===== src/sv/aars_pkg.sv =====
// ============================================================================
// aars_pkg
// shared constants and the queue entry type of the anchor average smoother
// ============================================================================
`default_nettype none

package aars_pkg;

    localparam int SAMPLE_WIDTH_DEF = 16;
    localparam int WIN_LEN          = 9;   // samples in one averaging window
    localparam int ANCHOR_SPACING   = 8;   // distance between anchors
    localparam int RAMP_LEN         = 4;   // positions rewritten by a later anchor
    localparam int PHASE_W          = $clog2(ANCHOR_SPACING);
    localparam int SEEN_W           = $clog2(WIN_LEN + 1);
    localparam int IDX_W            = $clog2(WIN_LEN);
    localparam int QUEUE_DEPTH      = 4;

    // classification of one accepted sample
    typedef struct packed {
        logic              last;    // final sample of the stream
        logic              anchor;  // the window is complete around an anchor
        logic              first;   // that anchor is the first of the stream
        logic              emit;    // one delayed word leaves in steady state
        logic [SEEN_W-1:0] cnt;     // samples of the stream held so far
    } entry_ctrl_t;

endpackage

`default_nettype wire


===== src/sv/aars_front.sv =====
// ============================================================================
// aars_front
// stream position tracking and classification of each accepted sample
// ============================================================================
`default_nettype none

module aars_front #(
    parameter int SAMPLE_WIDTH = aars_pkg::SAMPLE_WIDTH_DEF
) (
    input  wire logic                    aclk,
    input  wire logic                    aresetn,
    input  wire logic                    s_tvalid,
    output logic                         s_tready,
    input  wire logic [SAMPLE_WIDTH-1:0] s_sample,
    input  wire logic                    s_tlast,
    input  wire logic                    q_ready,
    output logic                         push_valid,
    output logic [SAMPLE_WIDTH-1:0]      push_sample,
    output aars_pkg::entry_ctrl_t        push_ctrl
);
    import aars_pkg::*;

    logic [PHASE_W-1:0] phase_reg, phase_next;
    logic [SEEN_W-1:0]  seen_reg, seen_next;
    logic               first_done_reg, first_done_next;
    logic [SEEN_W-1:0]  seen_inc;
    logic               full;
    logic               anchor;
    logic               accept;

    assign accept   = s_tvalid && q_ready;
    assign seen_inc = (seen_reg == SEEN_W'(WIN_LEN)) ? seen_reg : seen_reg + 1'b1;
    assign full     = (seen_inc == SEEN_W'(WIN_LEN));
    assign anchor   = (phase_reg == '0) && full;

    assign s_tready    = q_ready;
    assign push_valid  = s_tvalid;
    assign push_sample = s_sample;

    always_comb begin
        push_ctrl.last   = s_tlast;
        push_ctrl.anchor = anchor;
        push_ctrl.first  = anchor && !first_done_reg;
        push_ctrl.emit   = full;
        push_ctrl.cnt    = seen_inc;
    end

    always_comb begin
        phase_next      = phase_reg;
        seen_next       = seen_reg;
        first_done_next = first_done_reg;
        if (accept) begin
            if (s_tlast) begin
                // end of stream, next sample starts a new one
                phase_next      = '0;
                seen_next       = '0;
                first_done_next = 1'b0;
            end else begin
                phase_next      = phase_reg + 1'b1;
                seen_next       = seen_inc;
                first_done_next = first_done_reg || anchor;
            end
        end
    end

    always_ff @(posedge aclk) begin
        if (!aresetn) begin
            phase_reg      <= '0;
            seen_reg       <= '0;
            first_done_reg <= 1'b0;
        end else begin
            phase_reg      <= phase_next;
            seen_reg       <= seen_next;
            first_done_reg <= first_done_next;
        end
    end

endmodule

`default_nettype wire


===== src/sv/aars_queue.sv =====
// ============================================================================
// aars_queue
// short first-in first-out queue between the front and the back
// ============================================================================
`default_nettype none

module aars_queue #(
    parameter int DATA_W = 1,
    parameter int DEPTH  = aars_pkg::QUEUE_DEPTH
) (
    input  wire logic              aclk,
    input  wire logic              aresetn,
    input  wire logic              in_valid,
    output logic                   in_ready,
    input  wire logic [DATA_W-1:0] in_data,
    output logic                   out_valid,
    input  wire logic              out_ready,
    output logic [DATA_W-1:0]      out_data
);
    localparam int PTR_W = $clog2(DEPTH);
    localparam int CNT_W = $clog2(DEPTH + 1);

    logic [DATA_W-1:0] mem_reg [DEPTH];
    logic [PTR_W-1:0]  wr_ptr_reg, wr_ptr_next;
    logic [PTR_W-1:0]  rd_ptr_reg, rd_ptr_next;
    logic [CNT_W-1:0]  count_reg, count_next;
    logic              push;
    logic              pop;

    assign in_ready  = (count_reg != CNT_W'(DEPTH));
    assign out_valid = (count_reg != '0);
    assign out_data  = mem_reg[rd_ptr_reg];
    assign push      = in_valid && in_ready;
    assign pop       = out_valid && out_ready;

    always_comb begin
        wr_ptr_next = wr_ptr_reg;
        rd_ptr_next = rd_ptr_reg;
        count_next  = count_reg;
        if (push) begin
            wr_ptr_next = (wr_ptr_reg == PTR_W'(DEPTH - 1)) ? '0 : wr_ptr_reg + 1'b1;
        end
        if (pop) begin
            rd_ptr_next = (rd_ptr_reg == PTR_W'(DEPTH - 1)) ? '0 : rd_ptr_reg + 1'b1;
        end
        if (push && !pop) begin
            count_next = count_reg + 1'b1;
        end else if (pop && !push) begin
            count_next = count_reg - 1'b1;
        end
    end

    always_ff @(posedge aclk) begin
        if (!aresetn) begin
            wr_ptr_reg <= '0;
            rd_ptr_reg <= '0;
            count_reg  <= '0;
        end else begin
            wr_ptr_reg <= wr_ptr_next;
            rd_ptr_reg <= rd_ptr_next;
            count_reg  <= count_next;
        end
    end

    always_ff @(posedge aclk) begin
        if (push) begin
            mem_reg[wr_ptr_reg] <= in_data;
        end
    end

endmodule

`default_nettype wire


===== src/sv/aars_back.sv =====
// ============================================================================
// aars_back
// window mean, ramp arithmetic, delayed output line and end-of-stream flush
// ============================================================================
`default_nettype none

module aars_back #(
    parameter int SAMPLE_WIDTH = aars_pkg::SAMPLE_WIDTH_DEF
) (
    input  wire logic                    aclk,
    input  wire logic                    aresetn,
    input  wire logic                    q_valid,
    output logic                         q_ready,
    input  wire logic [SAMPLE_WIDTH-1:0] q_sample,
    input  wire aars_pkg::entry_ctrl_t   q_ctrl,
    output logic                         m_tvalid,
    input  wire logic                    m_tready,
    output logic [SAMPLE_WIDTH-1:0]      m_sample,
    output logic                         m_tlast
);
    import aars_pkg::*;

    localparam int W       = SAMPLE_WIDTH;
    localparam int SUM_W   = W + 4;
    localparam int MAG_W   = W + 3;
    localparam int PROD_W  = MAG_W + W;
    localparam int RAMP_W  = W + 3;
    localparam int STAGES  = 6;
    localparam int LAST_ST = STAGES - 1;
    localparam logic [MAG_W:0] RECIP_FULL = {1'b1, {MAG_W{1'b0}}} / (MAG_W + 1)'(WIN_LEN);
    localparam logic [W-1:0]   RECIP      = RECIP_FULL[W-1:0];
    localparam logic [IDX_W-1:0] LAST_IDX = IDX_W'(WIN_LEN - 1);

    localparam logic ST_RUN   = 1'b0;
    localparam logic ST_FLUSH = 1'b1;

    // original window and its running sum
    logic [W-1:0]            win_reg [WIN_LEN];
    logic signed [SUM_W-1:0] sum_reg;

    // per-stage payload carried along the pipeline
    logic                    valid_reg [STAGES];
    logic [W-1:0]            samp_reg  [STAGES];
    entry_ctrl_t             ctrl_reg  [STAGES];
    logic [W-1:0]            base_reg  [STAGES];

    logic [PROD_W-1:0]       s1_prod_reg;
    logic [MAG_W-1:0]        s1_mag_reg;
    logic                    s1_neg_reg;
    logic [W-1:0]            s2_q0_reg;
    logic                    s2_ge9_reg;
    logic                    s2_neg_reg;
    logic [W-1:0]            s3_mean_reg;
    logic [W-1:0]            s4_mean_reg;
    logic signed [W:0]       s4_step_reg;
    logic [W-1:0]            s5_mean_reg;
    logic [W-1:0]            s5_ramp_reg [RAMP_LEN];

    // delayed output line
    logic [W-1:0]            pend_reg [WIN_LEN];

    logic                    state_reg, state_next;
    logic [IDX_W-1:0]        flush_idx_reg, flush_idx_next;
    logic                    m_tvalid_reg;
    logic [W-1:0]            m_sample_reg;
    logic                    m_tlast_reg;

    logic                    adv;
    logic                    slot_free;
    logic                    apply_ok;
    logic                    load_run;
    logic                    load_flush;
    logic [W-1:0]            run_word;
    logic signed [SUM_W-1:0] sum_next;
    logic [SUM_W-1:0]        sum_abs;
    logic [W-1:0]            q0;
    logic [MAG_W-1:0]        nine_q0;
    logic [MAG_W-1:0]        rem;
    logic [W-1:0]            mean_c;
    logic signed [W:0]       diff_c;
    logic signed [RAMP_W-1:0] stx;
    logic signed [RAMP_W-1:0] bx;
    logic signed [RAMP_W-1:0] ramp_c [RAMP_LEN];

    function automatic logic [W-1:0] sat_w(input logic [RAMP_W-1:0] v);
        logic [W-1:0] r;
        if (v[RAMP_W-1:W-1] == '0 || v[RAMP_W-1:W-1] == '1) begin
            r = v[W-1:0];
        end else if (v[RAMP_W-1]) begin
            r = {1'b1, {(W-1){1'b0}}};
        end else begin
            r = {1'b0, {(W-1){1'b1}}};
        end
        return r;
    endfunction

    // ---------------- pipeline control ----------------
    assign slot_free = !m_tvalid_reg || m_tready;
    assign apply_ok  = valid_reg[LAST_ST] && (state_reg == ST_RUN) &&
                       (ctrl_reg[LAST_ST].last || !ctrl_reg[LAST_ST].emit || slot_free);
    assign adv        = !valid_reg[LAST_ST] || apply_ok;
    assign q_ready    = adv;
    assign load_run   = apply_ok && ctrl_reg[LAST_ST].emit && !ctrl_reg[LAST_ST].last;
    assign load_flush = (state_reg == ST_FLUSH) && slot_free;

    // ---------------- arithmetic ----------------
    assign sum_next = sum_reg + SUM_W'($signed(q_sample)) - SUM_W'($signed(win_reg[0]));
    assign sum_abs  = sum_reg[SUM_W-1] ? (~sum_reg + 1'b1) : sum_reg;
    assign q0       = s1_prod_reg[PROD_W-1:MAG_W];
    assign nine_q0  = {q0, 3'b000} + MAG_W'(q0);
    assign rem      = s1_mag_reg - nine_q0;
    // truncation toward zero: correct the magnitude, then apply the sign
    assign mean_c   = s2_neg_reg ? (~s2_q0_reg + W'(!s2_ge9_reg))
                                 : (s2_q0_reg + W'(s2_ge9_reg));
    assign diff_c   = (W + 1)'($signed(s3_mean_reg)) - (W + 1)'($signed(base_reg[3]));
    assign stx      = RAMP_W'(s4_step_reg);
    assign bx       = RAMP_W'($signed(base_reg[4]));

    always_comb begin
        ramp_c[0] = bx + stx;
        ramp_c[1] = bx + (stx <<< 1);
        ramp_c[2] = bx + stx + (stx <<< 1);
        ramp_c[3] = bx + (stx <<< 2);
    end

    // a first anchor rewrites the head of the line; otherwise head is the next entry
    assign run_word = ctrl_reg[LAST_ST].first ? s5_mean_reg : pend_reg[1];

    always_ff @(posedge aclk) begin
        if (!aresetn) begin
            for (int i = 0; i < STAGES; i++) begin
                valid_reg[i] <= 1'b0;
            end
            for (int i = 0; i < WIN_LEN; i++) begin
                win_reg[i] <= '0;
            end
            sum_reg <= '0;
        end else if (adv) begin
            valid_reg[0] <= q_valid;
            for (int i = 1; i < STAGES; i++) begin
                valid_reg[i] <= valid_reg[i-1];
            end
            if (q_valid) begin
                for (int i = 0; i < WIN_LEN - 1; i++) begin
                    win_reg[i] <= win_reg[i+1];
                end
                win_reg[WIN_LEN-1] <= q_sample;
                sum_reg            <= sum_next;
            end
        end
    end

    always_ff @(posedge aclk) begin
        if (adv) begin
            samp_reg[0] <= q_sample;
            ctrl_reg[0] <= q_ctrl;
            base_reg[0] <= win_reg[1];
            for (int i = 1; i < STAGES; i++) begin
                samp_reg[i] <= samp_reg[i-1];
                ctrl_reg[i] <= ctrl_reg[i-1];
                base_reg[i] <= base_reg[i-1];
            end
            s1_prod_reg <= sum_abs[MAG_W-1:0] * RECIP;
            s1_mag_reg  <= sum_abs[MAG_W-1:0];
            s1_neg_reg  <= sum_reg[SUM_W-1];
            s2_q0_reg   <= q0;
            s2_ge9_reg  <= (rem >= MAG_W'(WIN_LEN));
            s2_neg_reg  <= s1_neg_reg;
            s3_mean_reg <= mean_c;
            s4_mean_reg <= s3_mean_reg;
            s4_step_reg <= diff_c >>> 2;
            s5_mean_reg <= s4_mean_reg;
            for (int k = 0; k < RAMP_LEN; k++) begin
                s5_ramp_reg[k] <= sat_w(ramp_c[k]);
            end
        end
    end

    // ---------------- output line ----------------
    // shift by one; an anchor replaces the lead-in (first) or the ramp span
    always_ff @(posedge aclk) begin
        if (apply_ok) begin
            if (ctrl_reg[LAST_ST].anchor && ctrl_reg[LAST_ST].first) begin
                pend_reg[0] <= s5_mean_reg;
            end else begin
                pend_reg[0] <= pend_reg[1];
            end
            for (int i = 1; i <= RAMP_LEN; i++) begin
                if (ctrl_reg[LAST_ST].anchor) begin
                    pend_reg[i] <= ctrl_reg[LAST_ST].first ? s5_mean_reg : s5_ramp_reg[i-1];
                end else begin
                    pend_reg[i] <= pend_reg[i+1];
                end
            end
            for (int i = RAMP_LEN + 1; i < WIN_LEN - 1; i++) begin
                pend_reg[i] <= pend_reg[i+1];
            end
            pend_reg[WIN_LEN-1] <= samp_reg[LAST_ST];
        end
    end

    always_comb begin
        state_next     = state_reg;
        flush_idx_next = flush_idx_reg;
        unique case (state_reg)
            ST_RUN: begin
                if (apply_ok && ctrl_reg[LAST_ST].last) begin
                    state_next     = ST_FLUSH;
                    flush_idx_next = IDX_W'(WIN_LEN) - IDX_W'(ctrl_reg[LAST_ST].cnt);
                end
            end
            ST_FLUSH: begin
                if (load_flush) begin
                    if (flush_idx_reg == LAST_IDX) begin
                        state_next = ST_RUN;
                    end else begin
                        flush_idx_next = flush_idx_reg + 1'b1;
                    end
                end
            end
            default: begin
                state_next = ST_RUN;
            end
        endcase
    end

    always_ff @(posedge aclk) begin
        if (!aresetn) begin
            state_reg     <= ST_RUN;
            flush_idx_reg <= '0;
            m_tvalid_reg  <= 1'b0;
        end else begin
            state_reg     <= state_next;
            flush_idx_reg <= flush_idx_next;
            if (load_run || load_flush) begin
                m_tvalid_reg <= 1'b1;
            end else if (m_tready) begin
                m_tvalid_reg <= 1'b0;
            end
        end
    end

    always_ff @(posedge aclk) begin
        if (load_run) begin
            m_sample_reg <= run_word;
            m_tlast_reg  <= 1'b0;
        end else if (load_flush) begin
            m_sample_reg <= pend_reg[flush_idx_reg];
            m_tlast_reg  <= (flush_idx_reg == LAST_IDX);
        end
    end

    assign m_tvalid = m_tvalid_reg;
    assign m_sample = m_sample_reg;
    assign m_tlast  = m_tlast_reg;

    // ---------------- checks ----------------
    a_flush_idx_range: assert property (@(posedge aclk) disable iff (!aresetn)
        state_reg == ST_FLUSH |-> flush_idx_reg <= LAST_IDX)
        else $error("flush index past the end of the output line");

    a_flush_ends: assert property (@(posedge aclk) disable iff (!aresetn)
        load_flush && flush_idx_reg == LAST_IDX |=> state_reg == ST_RUN && m_tlast_reg)
        else $error("flush did not end on the stream's final word");

    a_run_not_last: assert property (@(posedge aclk) disable iff (!aresetn)
        load_run |=> m_tvalid_reg && !m_tlast_reg)
        else $error("steady-state word marked last");

    a_flush_count: assert property (@(posedge aclk) disable iff (!aresetn)
        valid_reg[LAST_ST] && ctrl_reg[LAST_ST].last |->
            ctrl_reg[LAST_ST].cnt != '0 && ctrl_reg[LAST_ST].cnt <= SEEN_W'(WIN_LEN))
        else $error("end-of-stream entry with a bad held count");

endmodule

`default_nettype wire


===== src/sv/anchor_average_ramp_smoother.sv =====
// ============================================================================
// anchor_average_ramp_smoother
// anchor average smoother with linear ramps, streaming top level
// ============================================================================
// usage
// - s_ channel carries one signed sample per word, s_tlast marks the final
//   sample of a stream; m_ channel carries the smoothed stream in order
// - output runs eight samples behind input: once nine samples of a stream
//   are held, each further sample releases the word from eight positions
//   earlier; s_tlast releases all held words (up to nine), last one tagged
// - throughput is one sample per cycle while m_tready does not stall; the
//   end of a stream holds the back end while it flushes the held words,
//   which the input queue absorbs up to its depth
// - an accepted sample passes through the queue and then six arithmetic
//   stages: running sum, reciprocal multiply, remainder check, sign, step,
//   ramp with saturation
// - a stall on m_tready freezes the back pipeline once its last stage holds
//   an entry that releases a word; the queue fills and then s_tready drops
// - reset clears position counters, queue, pipeline valids and the output
//   valid flag; no words are held afterwards
// ============================================================================
`default_nettype none

module anchor_average_ramp_smoother #(
    parameter int SAMPLE_WIDTH = aars_pkg::SAMPLE_WIDTH_DEF
) (
    input  wire logic                                  aclk,
    input  wire logic                                  aresetn,
    // input stream
    input  wire logic                                  s_tvalid,
    output logic                                       s_tready,
    input  wire logic [((SAMPLE_WIDTH + 7) / 8)*8-1:0] s_tdata,  // sample_in
    input  wire logic                                  s_tlast,  // last_in
    // result stream
    output logic                                       m_tvalid,
    input  wire logic                                  m_tready,
    output logic [((SAMPLE_WIDTH + 7) / 8)*8-1:0]      m_tdata,  // sample_out
    output logic                                       m_tlast   // last_out
);
    import aars_pkg::*;

    localparam int TDATA_W = ((SAMPLE_WIDTH + 7) / 8) * 8;
    localparam int ENTRY_W = $bits(entry_ctrl_t) + SAMPLE_WIDTH;

    // front to queue
    logic                    push_valid;
    logic [SAMPLE_WIDTH-1:0] push_sample;
    entry_ctrl_t             push_ctrl;
    logic                    q_in_ready;

    // queue to back
    logic                    q_valid;
    logic                    q_ready;
    logic [ENTRY_W-1:0]      q_data;
    entry_ctrl_t             q_ctrl;
    logic [SAMPLE_WIDTH-1:0] q_sample;

    logic [SAMPLE_WIDTH-1:0] m_sample;

    // classify each sample by its place in the stream
    aars_front #(
        .SAMPLE_WIDTH (SAMPLE_WIDTH)
    ) u_front (
        .aclk        (aclk),
        .aresetn     (aresetn),
        .s_tvalid    (s_tvalid),
        .s_tready    (s_tready),
        .s_sample    (s_tdata[SAMPLE_WIDTH-1:0]),
        .s_tlast     (s_tlast),
        .q_ready     (q_in_ready),
        .push_valid  (push_valid),
        .push_sample (push_sample),
        .push_ctrl   (push_ctrl)
    );

    // entries: control bits above the sample
    aars_queue #(
        .DATA_W (ENTRY_W),
        .DEPTH  (QUEUE_DEPTH)
    ) u_queue (
        .aclk      (aclk),
        .aresetn   (aresetn),
        .in_valid  (push_valid),
        .in_ready  (q_in_ready),
        .in_data   ({push_ctrl, push_sample}),
        .out_valid (q_valid),
        .out_ready (q_ready),
        .out_data  (q_data)
    );

    assign q_sample = q_data[SAMPLE_WIDTH-1:0];
    assign q_ctrl   = q_data[ENTRY_W-1:SAMPLE_WIDTH];

    // averaging, ramps and the delayed output line
    aars_back #(
        .SAMPLE_WIDTH (SAMPLE_WIDTH)
    ) u_back (
        .aclk     (aclk),
        .aresetn  (aresetn),
        .q_valid  (q_valid),
        .q_ready  (q_ready),
        .q_sample (q_sample),
        .q_ctrl   (q_ctrl),
        .m_tvalid (m_tvalid),
        .m_tready (m_tready),
        .m_sample (m_sample),
        .m_tlast  (m_tlast)
    );

    // pad bits above the sample are zero
    assign m_tdata = TDATA_W'(m_sample);

endmodule

`default_nettype wire

===== config.mk =====
export PLATFORM = sky130hd
export DESIGN_NAME = anchor_average_ramp_smoother
export DESIGN_NICKNAME = d
export VERILOG_FILES = /design/src/sv/aars_pkg.sv /design/src/sv/aars_front.sv /design/src/sv/aars_queue.sv /design/src/sv/aars_back.sv /design/src/sv/anchor_average_ramp_smoother.sv
export SDC_FILE = /design/constraint.sdc
export NUM_CORES = 2
export LEC_CHECK = 0
export BUFFER_PORTS_ARGS = -buffer_cell sky130_fd_sc_hd__buf_2
export CAP_MARGIN = 20
export CORE_MARGIN = 2
export CORE_UTILIZATION = 50
export DETAILED_ROUTE_END_ITERATION = 12
export PLACE_DENSITY_LB_ADDON = 0.15
export SYNTH_ARGS = -nofsm -noshare
export SYNTH_HDL_FRONTEND = slang
export SYNTH_HIERARCHICAL = 1
export SYNTH_SLANG_ARGS = --single-unit

===== constraint.sdc =====
create_clock -name aclk -period 56.2 [get_ports aclk]
set_input_delay 2.81 -clock aclk [delete_from_list [all_inputs] [get_ports aclk]]
set_output_delay 2.81 -clock aclk [all_outputs]
set_load 0.05 [all_outputs]

==> flow_summary.json <==
{
  "grt_max_degree": 132,
  "grt_pass1_wl_um": 135000,
  "arrival_ns": 8.02,
  "start_util": 0.505,
  "status": "finished, final reports clean",
  "drt_iter0_drc": 1604,
  "start_kind": "input port",
  "synth-seq-area-share": 0.599,
  "port_buffers": 39,
  "postCtsSetupRepairBufs": 0,
  "synth_nets": 3401,
  "synth.distinct_cells": 79,
  "yosysWarnings": 6,
  "critPathMaxFanout": 84,
  "area_growth_syn_to_layout_pct": 10.2,
  "core_area_um2": 83700,
  "root_buffer": "clkbuf_16",
  "dp_hpwl_um": 60200,
  "rsz0062_at_grt": "false",
  "clk_pin_slew_ns": 0.06,
  "final_antenna_net_count": 0,
  "nNetsFinal": 3448,
  "relSlewSlack": 0.246,
  "avgRoutedWirePerCell_um": 19.9,
  "postSynthAreaPerCell_um2": 14.0,
  "tns_ns": 0,
  "ios": 40,
  "drive_gt1_frac": 0.0976,
  "multi_input_area_um2": 15500,
  "cts_buffers": 89,
  "worstSetupPathType": "in2reg",
  "cts_resized": 0,
  "final.min_clock_period_ns": 7.78,
  "yosys-top-cells-area": "edfxtp_1, ha_1, fa_1",
  "dieArea_um2": 86900,
  "synthCells": 3024,
  "cap_viol_max_count": 0,
  "antenna_found_initial": 1,
  "fmax_mhz": 129,
  "remaining_drc_errors": 0,
  "cp-end-kind": "flop",
  "synth_area_um2": 42300,
  "final-hold-violation-count": 0,
  "die_w_um": 295,
  "final.setup_skew_ns": 0.0501,
  "vias_per_cell": 5.44,
  "cts.sinks": 859,
  "first_pass_iters": 7,
  "die-height_um": 295,
  "routabilityCongestion": 0.913,
  "yosys.area.top_type_share": 0.576,
  "hp-class": "reg2reg",
  "grt_pass1_vias": 24019,
  "cts_max_level": 3,
  "synthArstFlopShare": 0,
  "min_period_over_period": 0.138,
  "synth_flop_cell": "edfxtp_1",
  "ys_ff_latch": 859,
  "ctsHoldBuffers": 0,
  "worstPathRequired_ns": 56.45,
  "synth_edf_count": 811,
  "cts_tree": "yes",
  "maxSlewViolCount": 0,
  "cts_buffer_depth": 3,
  "synth_top_area_cell": "edfxtp_1",
  "gr-total-overflow": 0,
  "wl_um": 85200,
  "ff_latch_area_um2": 25300,
  "fillCellCount": 6727,
  "vias": 23287,
  "finalSetupViolCount": 0,
  "clk_latency_ns": 0.66,
  "tightest_slew_ns": 1.13,
  "rows": 106,
  "grt_usage": 0.200
}
[routing by layer]
metal	vias up	routed length [um]	track usage
li1	11187	-	-
met1	11556	39100	0.280
met2	438	41300	0.332
met3	106	2990	0.0241
met4	0	1820	0.0570
met5	-	0	0
[worst paths after layout]
path / start / endpoint / slack, ns / cells past startpoint
setup / recovery: m_tready / u_back/s4_step_reg[12] / 48.42 / 10
hold / removal: u_back/base_reg[1][11] / u_back/base_reg[2][11] / 0.40 / 0
setup reg to reg: u_back/sum_reg[0] / u_back/s1_prod_reg[34] / 48.60 / 26
hold reg to reg: u_back/base_reg[1][11] / u_back/base_reg[2][11] / 0.40 / 0
[final cells by class]
class	instances	area share
well taps	1134	0.0305
clock buffers	115	0.0516
flip-flops and latches	859	0.543
multi-input cells	1782	0.332
diodes	1	0.0000537
repair buffers	68	0.00924
clock inverters	52	0.0112
inverters	271	0.0219
[layout by cell type, fill, tap and decap left out, drive strengths merged, types with 30 or more instances in the layout]
master and count:
and2 138, inv 274, nor2 126, o21ai 149, fa 101, a211oi 31, maj3 30, edfxtp 811
a21oi 107, nand2 135, ha 255, clkbuf 115, xor2 37, clkinv 41, buf 68, xnor2 105
o21a 34, a21o 44, nor3 32, dfxtp 48, mux2i 100, mux4 56
[synth_stat cells (8+ instances only)]
master and instances:
a211oi_1 31, a21o_1 42, a21oi_1 105, a31oi_1 8
and2_1 137, and3_1 9, buf_4 23, clkbuf_1 78
dfxtp_1 48, edfxtp_1 811, fa_1 101, ha_1 255
inv_1 270, maj3_1 30, mux2_2 18, mux2i_1 100
mux4_2 56, nand2_1 135, nand2b_1 26, nand3_1 25
nand4_1 10, nor2_1 126, nor2b_1 29, nor3_1 32
o211ai_1 8, o21a_1 34, o21ai_0 145, o21bai_1 16
o22ai_1 17, o31ai_1 17, or3_1 10, xnor2_1 105
xor2_1 37
[worst max-delay path, cell delays in order]
cell and delay (ns):
buf_2 0.08, nor2b_1 0.11, a21oi_4 0.14, buf_4 0.30, buf_16 0.34, nand2b_4 0.75
buf_4 0.86, buf_4 0.85, buf_4 0.90, buf_4 0.69
[per-stage QoR]
step | utilization | hold slack [ns] | cell area (um^2) | setup slack, ns | instances
6_report | 0.557 | 0.403 | 46600 | 48.42 | 4282
5_1_grt | 0.557 | 0.414 | 46600 | 47.92 | 4282
4_1_cts | 0.556 | 0.404 | 46500 | 48.01 | 4277
3_5_place_dp | 0.521 | 0.405 | 43600 | 47.34 | 4110
3_3_place_gp | 0.521 | 0.400 | 43600 | 47.51 | 4110
2_1_floorplan | - | 0.400 | 42300 | 31.24 | 3024
[logic make-up after synthesis]
logic type / share of synthesized area
AO/OA/AOI/OAI: 0.0772
XOR/XNOR: 0.0294
adder cells (fa/ha/maj): 0.130
buffers and inverters: 0.0363
flip-flops: 0.599
multiplexers: 0.0583
AND/OR/NAND/NOR: 0.0696
Power is not shown: default switching activity piles up to over one toggle a cycle in this logic, so the estimate is an artifact.
